--- config.mk ---
export PLATFORM = sky130hd
export DESIGN_NAME = edge_clipped_moving_average_unit
export DESIGN_NICKNAME = d
export VERILOG_FILES = /design/src/rtl/ecma_pkg.sv /design/src/rtl/ecma_cell.sv /design/src/rtl/ecma_div.sv /design/src/rtl/edge_clipped_moving_average_unit.sv
export SDC_FILE = /design/constraint.sdc
export NUM_CORES = 2
export LEC_CHECK = 0
export ABC_AREA = 1
export BUFFER_PORTS_ARGS = -buffer_cell sky130_fd_sc_hd__buf_2
export CAP_MARGIN = 25
export CORE_MARGIN = 1.5
export CORE_UTILIZATION = 54
export CTS_CLUSTER_SIZE = 14
export DETAILED_ROUTE_END_ITERATION = 6
export GPL_TIMING_DRIVEN = 0
export MAX_ROUTING_LAYER = met4
export PLACE_DENSITY = 0.76
export SLEW_MARGIN = 15
export SYNTH_ARGS = -nofsm -noshare
export SYNTH_HDL_FRONTEND = slang
export SYNTH_SLANG_ARGS = --single-unit
--- constraint.sdc ---
create_clock -name clk -period 13.2 [get_ports clk]
set_input_delay 3.96 -clock clk [delete_from_list [all_inputs] [get_ports clk]]
set_output_delay 3.96 -clock clk [all_outputs]
set_load 0.02 [all_outputs]
--- src/rtl/ecma_pkg.sv ---
// Package: payload types, sequencer states and fixed widths for the moving average unit
package ecma_pkg;

    localparam int SAMPLE_BITS = 24;
    localparam int HW_BITS = 3;
    localparam logic [HW_BITS-1:0] HW_RESET = 3'd3;

    typedef struct packed {
        logic signed [SAMPLE_BITS-1:0] sample;
        logic                          end_of_stream;
    } sample_t;

    typedef struct packed {
        logic signed [SAMPLE_BITS-1:0] mean;
        logic                          final_mean;
    } result_t;

    typedef enum logic {
        ST_IDLE,
        ST_FLUSH
    } seq_state_t;

endpackage

--- src/rtl/ecma_cell.sv ---
// Delay line cell: one sample register that takes its neighbor's value on a shift
module ecma_cell
    import ecma_pkg::*;
(
    input  logic                          clk,
    input  logic                          shift_en,
    input  logic signed [SAMPLE_BITS-1:0] d,
    output logic signed [SAMPLE_BITS-1:0] q
);

    logic signed [SAMPLE_BITS-1:0] q_reg;

    always_ff @(posedge clk)
    begin
        if (shift_en)
        begin
            q_reg <= d;
        end
    end

    assign q = q_reg;

endmodule

--- src/rtl/ecma_div.sv ---
// Signed sum by small count divider: reciprocal multiply, one-step correction, output register
module ecma_div
    import ecma_pkg::*;
#(
    parameter int SUMW = 28,
    parameter int CNTW = 4
)(
    input  logic                   clk,
    input  logic                   rst_n,
    input  logic                   req_valid,
    input  logic signed [SUMW-1:0] req_sum,
    input  logic [CNTW-1:0]        req_cnt,
    input  logic                   req_fin,
    output logic                   ready,
    output logic                   result_valid,
    input  logic                   result_stall,
    output result_t                result_item
);

    localparam int K = SUMW;
    localparam int RW = K + 1;
    localparam int NCNT = 1 << CNTW;

    logic [RW-1:0] recip_tab [NCNT];

    for (genvar d = 0; d < NCNT; d++)
    begin : g_recip
        localparam logic [RW-1:0] RV =
            (d == 0) ? '0 : RW'((64'd1 << K) / ((d == 0) ? 1 : d));
        assign recip_tab[d] = RV;
    end

    logic            adv;
    logic            s1_valid_reg;
    logic [SUMW-1:0] s1_mag_reg;
    logic            s1_neg_reg;
    logic [CNTW-1:0] s1_cnt_reg;
    logic            s1_fin_reg;
    logic [RW-1:0]   s1_recip_reg;
    logic            s2_valid_reg;
    logic [SUMW-1:0] s2_q_reg;
    logic [SUMW-1:0] s2_mag_reg;
    logic            s2_neg_reg;
    logic [CNTW-1:0] s2_cnt_reg;
    logic            s2_fin_reg;
    logic            out_valid_reg;
    result_t         out_reg;

    logic [SUMW-1:0]      req_mag;
    logic [SUMW+RW-1:0]   prod;
    logic [SUMW+CNTW-1:0] qd;
    logic [SUMW+CNTW-1:0] rem;
    logic [SUMW-1:0]      q_fix;
    logic [SUMW-1:0]      q_signed;

    assign adv = !out_valid_reg || !result_stall;
    assign ready = adv;

    assign req_mag = req_sum[SUMW-1] ? SUMW'(-req_sum) : SUMW'(req_sum);
    assign prod = (SUMW+RW)'(s1_mag_reg) * (SUMW+RW)'(s1_recip_reg);
    assign qd = (SUMW+CNTW)'(s2_q_reg) * (SUMW+CNTW)'(s2_cnt_reg);
    assign rem = (SUMW+CNTW)'(s2_mag_reg) - qd;
    assign q_fix = (rem >= (SUMW+CNTW)'(s2_cnt_reg)) ? s2_q_reg + 1'b1 : s2_q_reg;
    assign q_signed = s2_neg_reg ? -q_fix : q_fix;

    always_ff @(posedge clk or negedge rst_n)
    begin
        if (!rst_n)
        begin
            s1_valid_reg <= 1'b0;
            s2_valid_reg <= 1'b0;
            out_valid_reg <= 1'b0;
        end
        else if (adv)
        begin
            s1_valid_reg <= req_valid;
            s2_valid_reg <= s1_valid_reg;
            out_valid_reg <= s2_valid_reg;
        end
    end

    always_ff @(posedge clk)
    begin
        if (adv)
        begin
            s1_mag_reg <= req_mag;
            s1_neg_reg <= req_sum[SUMW-1];
            s1_cnt_reg <= req_cnt;
            s1_fin_reg <= req_fin;
            s1_recip_reg <= recip_tab[req_cnt];
            s2_q_reg <= prod[K +: SUMW];
            s2_mag_reg <= s1_mag_reg;
            s2_neg_reg <= s1_neg_reg;
            s2_cnt_reg <= s1_cnt_reg;
            s2_fin_reg <= s1_fin_reg;
            out_reg.mean <= q_signed[SAMPLE_BITS-1:0];
            out_reg.final_mean <= s2_fin_reg;
        end
    end

    assign result_valid = out_valid_reg;
    assign result_item = out_reg;

endmodule

--- src/rtl/edge_clipped_moving_average_unit.sv ---
// Top level: edge-clipped centered moving average over a chain of delay cells
// A result passes the divider's s1 and s2 registers and then its output register.
// Throughput: one sample per cycle while sample_stall is low; the divider pipeline stalls as a whole on result_stall.
// A sample marked end_of_stream starts a flush (walk down the delay line, issuing the
// pending results as the window shrinks) during which no sample is taken.
// Reset: half_width = 3, stream empty, no result pending.
module edge_clipped_moving_average_unit
    import ecma_pkg::*;
#(
    parameter int MAX_HALF_WIDTH = 7
)(
    input  logic               clk,
    input  logic               rst_n,
    input  logic               sample_valid,
    output logic               sample_stall,
    input  sample_t            sample_item,
    output logic               result_valid,
    input  logic               result_stall,
    output result_t            result_item,
    input  logic               cfg_write,
    input  logic [HW_BITS-1:0] cfg_data
);

    localparam int LINE_DEPTH = 2 * MAX_HALF_WIDTH + 1;
    localparam int IDXW = (LINE_DEPTH > 1) ? $clog2(LINE_DEPTH) : 1;
    localparam int CNTW = $clog2(LINE_DEPTH + 1);
    localparam int SUMW = SAMPLE_BITS + CNTW;
    localparam logic [7:0] MAXH8 = 8'(MAX_HALF_WIDTH);
    localparam logic [CNTW-1:0] DEPTH_C = CNTW'(LINE_DEPTH);

    logic [HW_BITS-1:0]   hw_reg;
    seq_state_t           state_reg, state_next;
    logic [CNTW-1:0]      seen_reg, seen_next;
    logic [CNTW-1:0]      pend_reg, pend_next;
    logic signed [SUMW-1:0] sum_reg, sum_next;
    logic [IDXW-1:0]      t0_reg, t0_next;
    logic [IDXW-1:0]      t_reg, t_next;
    logic [CNTW-1:0]      j_reg, j_next;

    logic signed [SAMPLE_BITS-1:0] tap [LINE_DEPTH];
    logic signed [SAMPLE_BITS-1:0] tap_rd;
    logic [IDXW-1:0]      rd_idx;
    logic                 shift_en;

    logic [7:0]           h8, size8, topj8, t0_8;
    logic [CNTW-1:0]      h_c, size_c, seen_inc, cnt_norm;
    logic signed [SUMW-1:0] sub_val, new_sum;
    logic                 accept, last, flushing, hit, flush_done;

    logic                 div_ready, req_valid, req_fin;
    logic signed [SUMW-1:0] req_sum;
    logic [CNTW-1:0]      req_cnt;

    // delay line
    for (genvar i = 0; i < LINE_DEPTH; i++)
    begin : g_cell
        if (i == 0)
        begin : g_head
            ecma_cell u_cell (
                .clk      (clk),
                .shift_en (shift_en),
                .d        (sample_item.sample),
                .q        (tap[i])
            );
        end
        else
        begin : g_body
            ecma_cell u_cell (
                .clk      (clk),
                .shift_en (shift_en),
                .d        (tap[i-1]),
                .q        (tap[i])
            );
        end
    end

    assign h8 = (8'(hw_reg) > MAXH8) ? MAXH8 : 8'(hw_reg);
    assign size8 = (h8 << 1) + 8'd1;
    assign h_c = CNTW'(h8);
    assign size_c = CNTW'(size8);

    assign flushing = (state_reg == ST_FLUSH);
    assign last = sample_item.end_of_stream;
    assign sample_stall = !((state_reg == ST_IDLE) && div_ready);
    assign accept = (state_reg == ST_IDLE) && sample_valid && !sample_stall;

    assign rd_idx = flushing ? t0_reg : IDXW'(size8 - 8'd1);
    assign tap_rd = tap[rd_idx];

    assign seen_inc = (seen_reg < DEPTH_C) ? seen_reg + 1'b1 : seen_reg;
    assign cnt_norm = (seen_inc < size_c) ? seen_inc : size_c;
    assign sub_val = (seen_reg >= size_c) ? SUMW'(tap_rd) : '0;
    assign new_sum = sum_reg - sub_val + SUMW'(sample_item.sample);
    assign t0_8 = ((size8 - 8'd1) < (8'(seen_inc) - 8'd1)) ?
                  (size8 - 8'd1) : (8'(seen_inc) - 8'd1);

    // window top of the flush output at distance j from the newest sample
    assign topj8 = ((8'(j_reg) + h8) < (8'(seen_reg) - 8'd1)) ?
                   (8'(j_reg) + h8) : (8'(seen_reg) - 8'd1);
    assign hit = flushing && (topj8 == 8'(t_reg));
    assign flush_done = hit && div_ready && (j_reg == '0);

    assign shift_en = accept || (flushing && !hit);

    always_comb
    begin
        state_next = state_reg;
        unique case (state_reg)
            ST_IDLE:
            begin
                if (accept && last)
                begin
                    state_next = ST_FLUSH;
                end
            end
            ST_FLUSH:
            begin
                if (flush_done)
                begin
                    state_next = ST_IDLE;
                end
            end
            default:
            begin
                state_next = ST_IDLE;
            end
        endcase
    end

    always_comb
    begin
        seen_next = seen_reg;
        pend_next = pend_reg;
        sum_next = sum_reg;
        t0_next = t0_reg;
        t_next = t_reg;
        j_next = j_reg;
        req_valid = 1'b0;
        req_sum = new_sum;
        req_cnt = cnt_norm;
        req_fin = 1'b0;
        if (cfg_write)
        begin
            seen_next = '0;
            pend_next = '0;
            sum_next = '0;
        end
        else if (accept)
        begin
            if (last)
            begin
                seen_next = seen_inc;
                sum_next = new_sum;
                t0_next = IDXW'(t0_8);
                t_next = IDXW'(t0_8);
                j_next = pend_reg;
            end
            else
            begin
                seen_next = seen_inc;
                sum_next = new_sum;
                if (pend_reg >= h_c)
                begin
                    req_valid = 1'b1;
                    pend_next = h_c;
                end
                else
                begin
                    pend_next = pend_reg + 1'b1;
                end
            end
        end
        else if (flushing)
        begin
            req_sum = sum_reg;
            req_cnt = CNTW'(t_reg) + 1'b1;
            req_fin = (j_reg == '0);
            if (hit)
            begin
                req_valid = 1'b1;
                if (flush_done)
                begin
                    seen_next = '0;
                    pend_next = '0;
                    sum_next = '0;
                end
                else if (div_ready)
                begin
                    j_next = j_reg - 1'b1;
                end
            end
            else
            begin
                sum_next = sum_reg - SUMW'(tap_rd);
                t_next = t_reg - 1'b1;
            end
        end
    end

    always_ff @(posedge clk or negedge rst_n)
    begin
        if (!rst_n)
        begin
            hw_reg <= HW_RESET;
            state_reg <= ST_IDLE;
            seen_reg <= '0;
            pend_reg <= '0;
            sum_reg <= '0;
            t0_reg <= '0;
            t_reg <= '0;
            j_reg <= '0;
        end
        else
        begin
            if (cfg_write)
            begin
                hw_reg <= cfg_data;
            end
            state_reg <= state_next;
            seen_reg <= seen_next;
            pend_reg <= pend_next;
            sum_reg <= sum_next;
            t0_reg <= t0_next;
            t_reg <= t_next;
            j_reg <= j_next;
        end
    end

    ecma_div #(
        .SUMW (SUMW),
        .CNTW (CNTW)
    ) u_div (
        .clk          (clk),
        .rst_n        (rst_n),
        .req_valid    (req_valid),
        .req_sum      (req_sum),
        .req_cnt      (req_cnt),
        .req_fin      (req_fin),
        .ready        (div_ready),
        .result_valid (result_valid),
        .result_stall (result_stall),
        .result_item  (result_item)
    );

endmodule
Word-level counts from Yosys, hierarchy flattened
Memories as Yosys holds them, arrays and structs flattened. A register that Yosys moved wholly into a read port is not among the register bits.
Cells that the tools add are included.
{"block": "totals", "register_bits": 536, "latch_bits": 0, "ram_bits": 0, "rom_bits": 464, "inputBits": 33, "out_inout_bits": 27, "elab_cells": 155, "memories": 1}
{"block": "op_classes", "n_addsub": 17, "mul": 2, "div": 0, "order_cmp": 8, "eq_ne": 6, "n_shift": 0, "muxes": 51, "bitwise_logic": 4, "reduce_logical": 28}
{"name": "(name not given)", "depth": 16, "width": 29, "rd": 1, "rd_clocked_by_memory_dff": 1, "write_ports": 0, "line_no": "ecma_div.sv:90", "rtl": "s1_recip_reg <= recip_tab[req_cnt];"}
{"operator": "28-bit two-way mux", "count": 9}
{"operator": "4-bit two-way mux", "count": 26}
{"operator": "24-bit binary-select mux with 4-bit select", "count": 1}
{"operator": "24-bit two-way mux", "count": 4}
{"operator": "28-bit by 29-bit multiplier with 56-bit output", "count": 1}
{"operator": "32-bit by 4-bit greater-or-equal comparator with 1-bit output", "count": 1}
{"operator": "28-bit by 4-bit multiplier with 32-bit output", "count": 1}
{"operator": "28-bit by 32-bit subtractor with 32-bit output", "count": 1}
{"operator": "28-bit by 24-bit adder with 28-bit output", "count": 1}
{"operator": "28-bit negation", "count": 1}
{"operator": "28-bit by 24-bit subtractor with 28-bit output", "count": 1}
{"operator": "28-bit subtractor", "count": 1}
{"operator": "27-bit two-way mux", "count": 1}
{"operator": "24-bit by 1-bit adder with 24-bit output, second input constant", "count": 1}
{"operator": "24-bit negation", "count": 1}
{"operator": "8-bit < comparator", "count": 2}
{"operator": "4-bit by 1-bit adder with 4-bit output, second input constant", "count": 3}
{"operator": "4-bit NOT with 5-bit output", "count": 2}
{"operator": "4-bit by 1-bit subtractor with 5-bit output, second input constant", "count": 2}
{"operator": "3-bit nonzero test", "count": 3}
{"operator": "8-bit by 4-bit equality test with 1-bit output", "count": 1}
{"operator": "1-bit logical AND", "count": 8}
{"operator": "1-bit two-way mux", "count": 8}
{"operator": "8-bit two-way mux", "count": 1}
{"operator": "other kinds (23)", "count": 35}

Logic depth before layout (Yosys ltp)
{"block": "depth", "ltp_word": 15, "ltp_mapped": 38, "depth_no_buf": 36}

By module
A second synthesis with hierarchy kept.
{"block": "hier_totals", "cells_unflattened": 6963, "hier_area_um2": 59874.9}
{"mod": "ecma_div", "n_inst": 1, "cells_per_inst": 4654, "area_per_inst_um2": 37517.2, "seq_area_each_um2": 4339.2}
{"mod": "edge_clipped_moving_average_unit", "n_inst": 1, "cells_per_inst": 1949, "area_per_inst_um2": 11547.3, "seq_area_each_um2": 1303.8}
{"mod": "ecma_cell", "n_inst": 15, "cells_per_inst": 24, "area_per_inst_um2": 720.7, "seq_area_each_um2": 720.7}

Worst setup path after synthesis
OpenSTA, ideal clock, no wires.
{"block": "synth_timing", "path_type": "input -> register", "startpoint": "in result_stall", "endpoint": "reg t_reg[2]", "setup_ns": 0.085, "arrival_time_ns": 16.566, "required_ns": 13.115, "path_slack_ns": -3.451, "path_stages": 7, "n_path_buf": 0, "cell_sequence": "nand2_1 > nand3_1 > nand2_1 > nand2_1 > inv_1 > o211ai_1 > o21ai_0"}
{"block": "synth_via", "elab_chain_cells": 6, "elab_cells_between_ends": 9, "cone_classes": "eq/ne (2); mux (1); reduce/logical (6)"}
{"element": "start, declared", "line_no": "edge_clipped_moving_average_unit.sv:18", "rtl": "input logic result_stall,"}
{"element": "1-bit zero test (*)", "line_no": "ecma_div.sv:56", "rtl": "assign adv = !out_valid_reg || !result_stall;"}
{"element": "1-bit logical OR (*)", "line_no": "ecma_div.sv:56"}
{"element": "1-bit logical AND (*)", "line_no": "edge_clipped_moving_average_unit.sv:84", "rtl": "assign sample_stall = !((state_reg == ST_IDLE) && div_ready);"}
{"element": "1-bit logical AND (*)", "line_no": "edge_clipped_moving_average_unit.sv:85", "rtl": "assign accept = (state_reg == ST_IDLE) && sample_valid && !sample_stall;"}
{"element": "2-bit inequality test (no line) / 2-bit nonzero test (equally long branches)"}
{"element": "4-bit AND reduction (no line)"}
{"element": "end signal, assigned", "line_no": "edge_clipped_moving_average_unit.sv:224", "rtl": "t_reg <= t_next;"}
{"element": "end, declared", "line_no": "edge_clipped_moving_average_unit.sv:37", "rtl": "logic [IDXW-1:0] t_reg, t_next;"}
Mark *: on every way between the ends. The rest lies on a longest branch, timed or not.
A chain may end at the register's enable or synchronous reset.

Final worst setup path
{"block": "layout_timing", "startpoint": "reg u_div.s1_recip_reg[24]", "endpoint": "reg u_div.s2_q_reg[25], data pin"}
{"block": "layout_via", "elab_chain_cells": 1}
{"element": "start, declared", "line_no": "ecma_div.sv:39", "rtl": "logic [RW-1:0] s1_recip_reg;"}
{"element": "28-bit by 29-bit multiplier with 56-bit output", "line_no": "ecma_div.sv:60", "rtl": "assign prod = (SUMW+RW)'(s1_mag_reg) * (SUMW+RW)'(s1_recip_reg);"}
{"element": "named net u_div.prod[53]", "line_no": "ecma_div.sv:50", "rtl": "logic [SUMW+RW-1:0] prod;"}
{"element": "end signal, assigned", "line_no": "ecma_div.sv:91", "rtl": "s2_q_reg <= prod[K +: SUMW];"}
{"element": "end, declared", "line_no": "ecma_div.sv:41", "rtl": "logic [SUMW-1:0] s2_q_reg;"}
The timed path passes the listed nets, and every way through them passes these cells.

==> qor.yml <==
outcome: "finished, violations left"
violations: "DRC"
rsz0062_at_grt: "no"
slew_violations: 0
ant_nets: 0
num_rows: 120
cp-startpoint: "u_div.s1_recip_reg[24]$_DFFE_PN_"
portBuffers: 58
cts_setup_buffers: 0
largest_reg_flops: 336
busiest_layer: "met2"
root_buffer: "clkbuf_16"
ys_ff_latch: 557
worstSetupPathType: "flop to flop"
finalInstanceArea_um2: 63400
max-cap-violations: 0
cp_num_buf_inv: 6
min-delay-start: "g_cell[6].g_body.u_cell.q[9]$_DFFE_PP_"
syn_inst: 6764
synth_edf_count: 502
syn_to_final_growth_pct: 7.74
wl_um: 200000
synth_seq_area_share_pct: 28.0
hold_violations: 0
ctsHoldBuffers: 0
met1_usage_pct: 51.1
antenna_found_initial: 12
synth-async-reset-ratio_pct: 9.87
grt_pass1_wl_um: 296000
die_w_um: 333
critical-path-top-delay-family: "adder cells"
dp_hpwl_um: 164000
use_met2_pct: 53.8
synth_common_cells: "1677 x inv_1, 1404 x nand2_1, 805 x fa_1"
setup_viol: 0
worstMarginPinSlew_ns: 1.21
overflow: 0
end_kind: "flop"
critPathMostFrequentCell: "fa_1"
die-area_um2: 111000
critPathMaxStageDelay_ns: 0.74
post_route_cells_drive_above_1_share_pct: 3.85
track_usage_pct: 37.5
cts_buffer_depth: 3
cts_resized: 0
drc: 3
routabilityCongestion: 1.06
die_height_um: 333
worst_path_max_delay_cell: "buf_1"
ios: 60
syn_area_um2: 58800
multi_input_area_um2: 35100
nets: 8090
skew_ns: 0.106
wl_per_cell_um: 23.9
cp.required_ns: 13.54
initial_core_util_pct: 54.7
hold_path.class: "flop to flop"
slew_headroom_pct: 19.1
synth_area_leader_cell: "fa_1"
arrival_ns: 9.57
cp-start-kind: "flop"
synth.most_common_cell: "inv_1"
grt_max_degree: 111
clkLatencyLatePin_ns: 0.70
place_area_um2: 61300
synth_fp_nets: 7940
via_per_inst: 5.67
worstReg2RegStart: "u_div.s1_recip_reg[24]$_DFFE_PN_"
cts.reportedPaths.clkPinSlew_ns: 0.07
cp_max_fo: 10
seq_area_um2: 16500
ys_types: 62
synth_top_area_share_pct: 27.4
ys_warn_count: 0
synth_flop_cell: "edfxtp_1"
synth.top_cells.by_area: "fa_1 27%, edfxtp_1 26%, inv_1 11%, nand2_1 9.0%, ha_1 7.2%"
grt_pass1_vias: 46600
ff2ff_setup_slack_ns: 3.97
use_met3_pct: 11.4
htree_levels: 2
dr.pass1.iters: 7
finalCriticalPeriod_ns: 9.23
drt_iter0_markers: 6366
cts_tree: "done"
core_area_um2: 108000
num_vias: 47500
fmaxAchievable_mhz: 108
cts_made_buffers: 56
post-route-period-util_pct: 69.9
cts.sinks: 557
syn_avg_cell_area_um2: 8.69
nFillCells: 9545
final timing paths:
check	depth (start not counted)	endpoint
worst max-delay path	26	u_div.s2_q_reg[25]$_DFFE_PN_
worst min-delay path	0	g_cell[7].g_body.u_cell.q[9]$_DFFE_PP_
worst max register to register	26	u_div.s2_q_reg[25]$_DFFE_PN_
worst min register to register	0	g_cell[7].g_body.u_cell.q[9]$_DFFE_PP_
max in group asynchronous	1	sum_reg[4]$_DFFE_PN0P_
min in group asynchronous	1	j_reg[1]$_DFFE_PN0P_
worst register-to-register path, stage by stage, from the launching register on:
cell and delay (ns):
edfxtp_1 0.32, clkbuf_1 0.54, buf_8 0.25, buf_1 0.74
nand2_1 0.46, inv_1 0.26, fa_1 0.46, fa_1 0.53
fa_1 0.58, inv_1 0.08, fa_1 0.52, fa_1 0.55
inv_1 0.06, fa_1 0.50, fa_1 0.42, ha_1 0.35
nand2_1 0.15, nor2_1 0.13, nand2_1 0.05, o21ai_0 0.45
a21oi_1 0.23, nor2_1 0.24, nand2_1 0.08, nand2_1 0.11
a21oi_1 0.13, o31ai_1 0.27, xor2_1 0.44
placed cells by master, fill, tap and decap left out, drive strengths merged, types with 32 or more instances in the layout:
master	Yosys	routed
xnor2	66	66
clkbuf	203	278
o21ai	406	406
edfxtp	502	502
fa	805	805
o211ai	36	36
buf	42	133
dfrtp	53	53
nor2	474	474
nand2	1429	1429
a21oi	183	183
nand4	33	33
nand3	159	159
inv	1684	1688
o221ai	35	35
o22ai	63	63
ha	338	338
nor3	32	32
xor2	89	89
per-layer routing:
layer | wire length (um) | vias up | part of all wire, %
li1 | - | 21000 | -
met1 | 80200 | 23200 | 40
met2 | 85400 | 2831 | 43
met3 | 27300 | 399 | 14
met4 | 7570 | 0 | 3.8
met5 | 0 | - | 0
metrics by stage:
stage | cells | setup TNS [ns] | hold WS [ns] | util [%] | worst slack (ns)
global route | 8369 | 0 | 0.451 | 58.9 | 3.92
finish | 8372 | 0 | 0.433 | 58.9 | 3.97
CTS | 8357 | 0 | 0.429 | 58.8 | 4.19
floorplan | 6764 | 0 | 0.400 | - | 1.41
detailed placement | 8251 | 0 | 0.408 | 57.0 | 4.25
global placement | 8225 | -439.08 | 0.417 | 56.6 | -1.24
cell type report:
| cell class | instances | area share [%] |
|---|---|---|
| clock inverters | 32 | 0.669 |
| repair buffers | 92 | 1.27 |
| multi-input cells | 4273 | 55.4 |
| well taps | 1403 | 2.77 |
| inverters | 1689 | 10.0 |
| flip-flops and latches | 557 | 26.0 |
| plain buffers | 245 | 1.51 |
| diodes | 7 | 0.0276 |
| clock buffers | 74 | 2.40 |
kinds of logic after synthesis:
kind of cell,after synthesis,share of synthesized area [%]
flops,557,28.0
compound gates,802,7.71
buf+inv,1934,12.4
fa+ha+maj,1143,34.6
xor+xnor,155,2.32
simple gates,2173,15.0
Power is not shown: default switching activity piles up to over one toggle a cycle in this logic, so the estimate is an artifact.
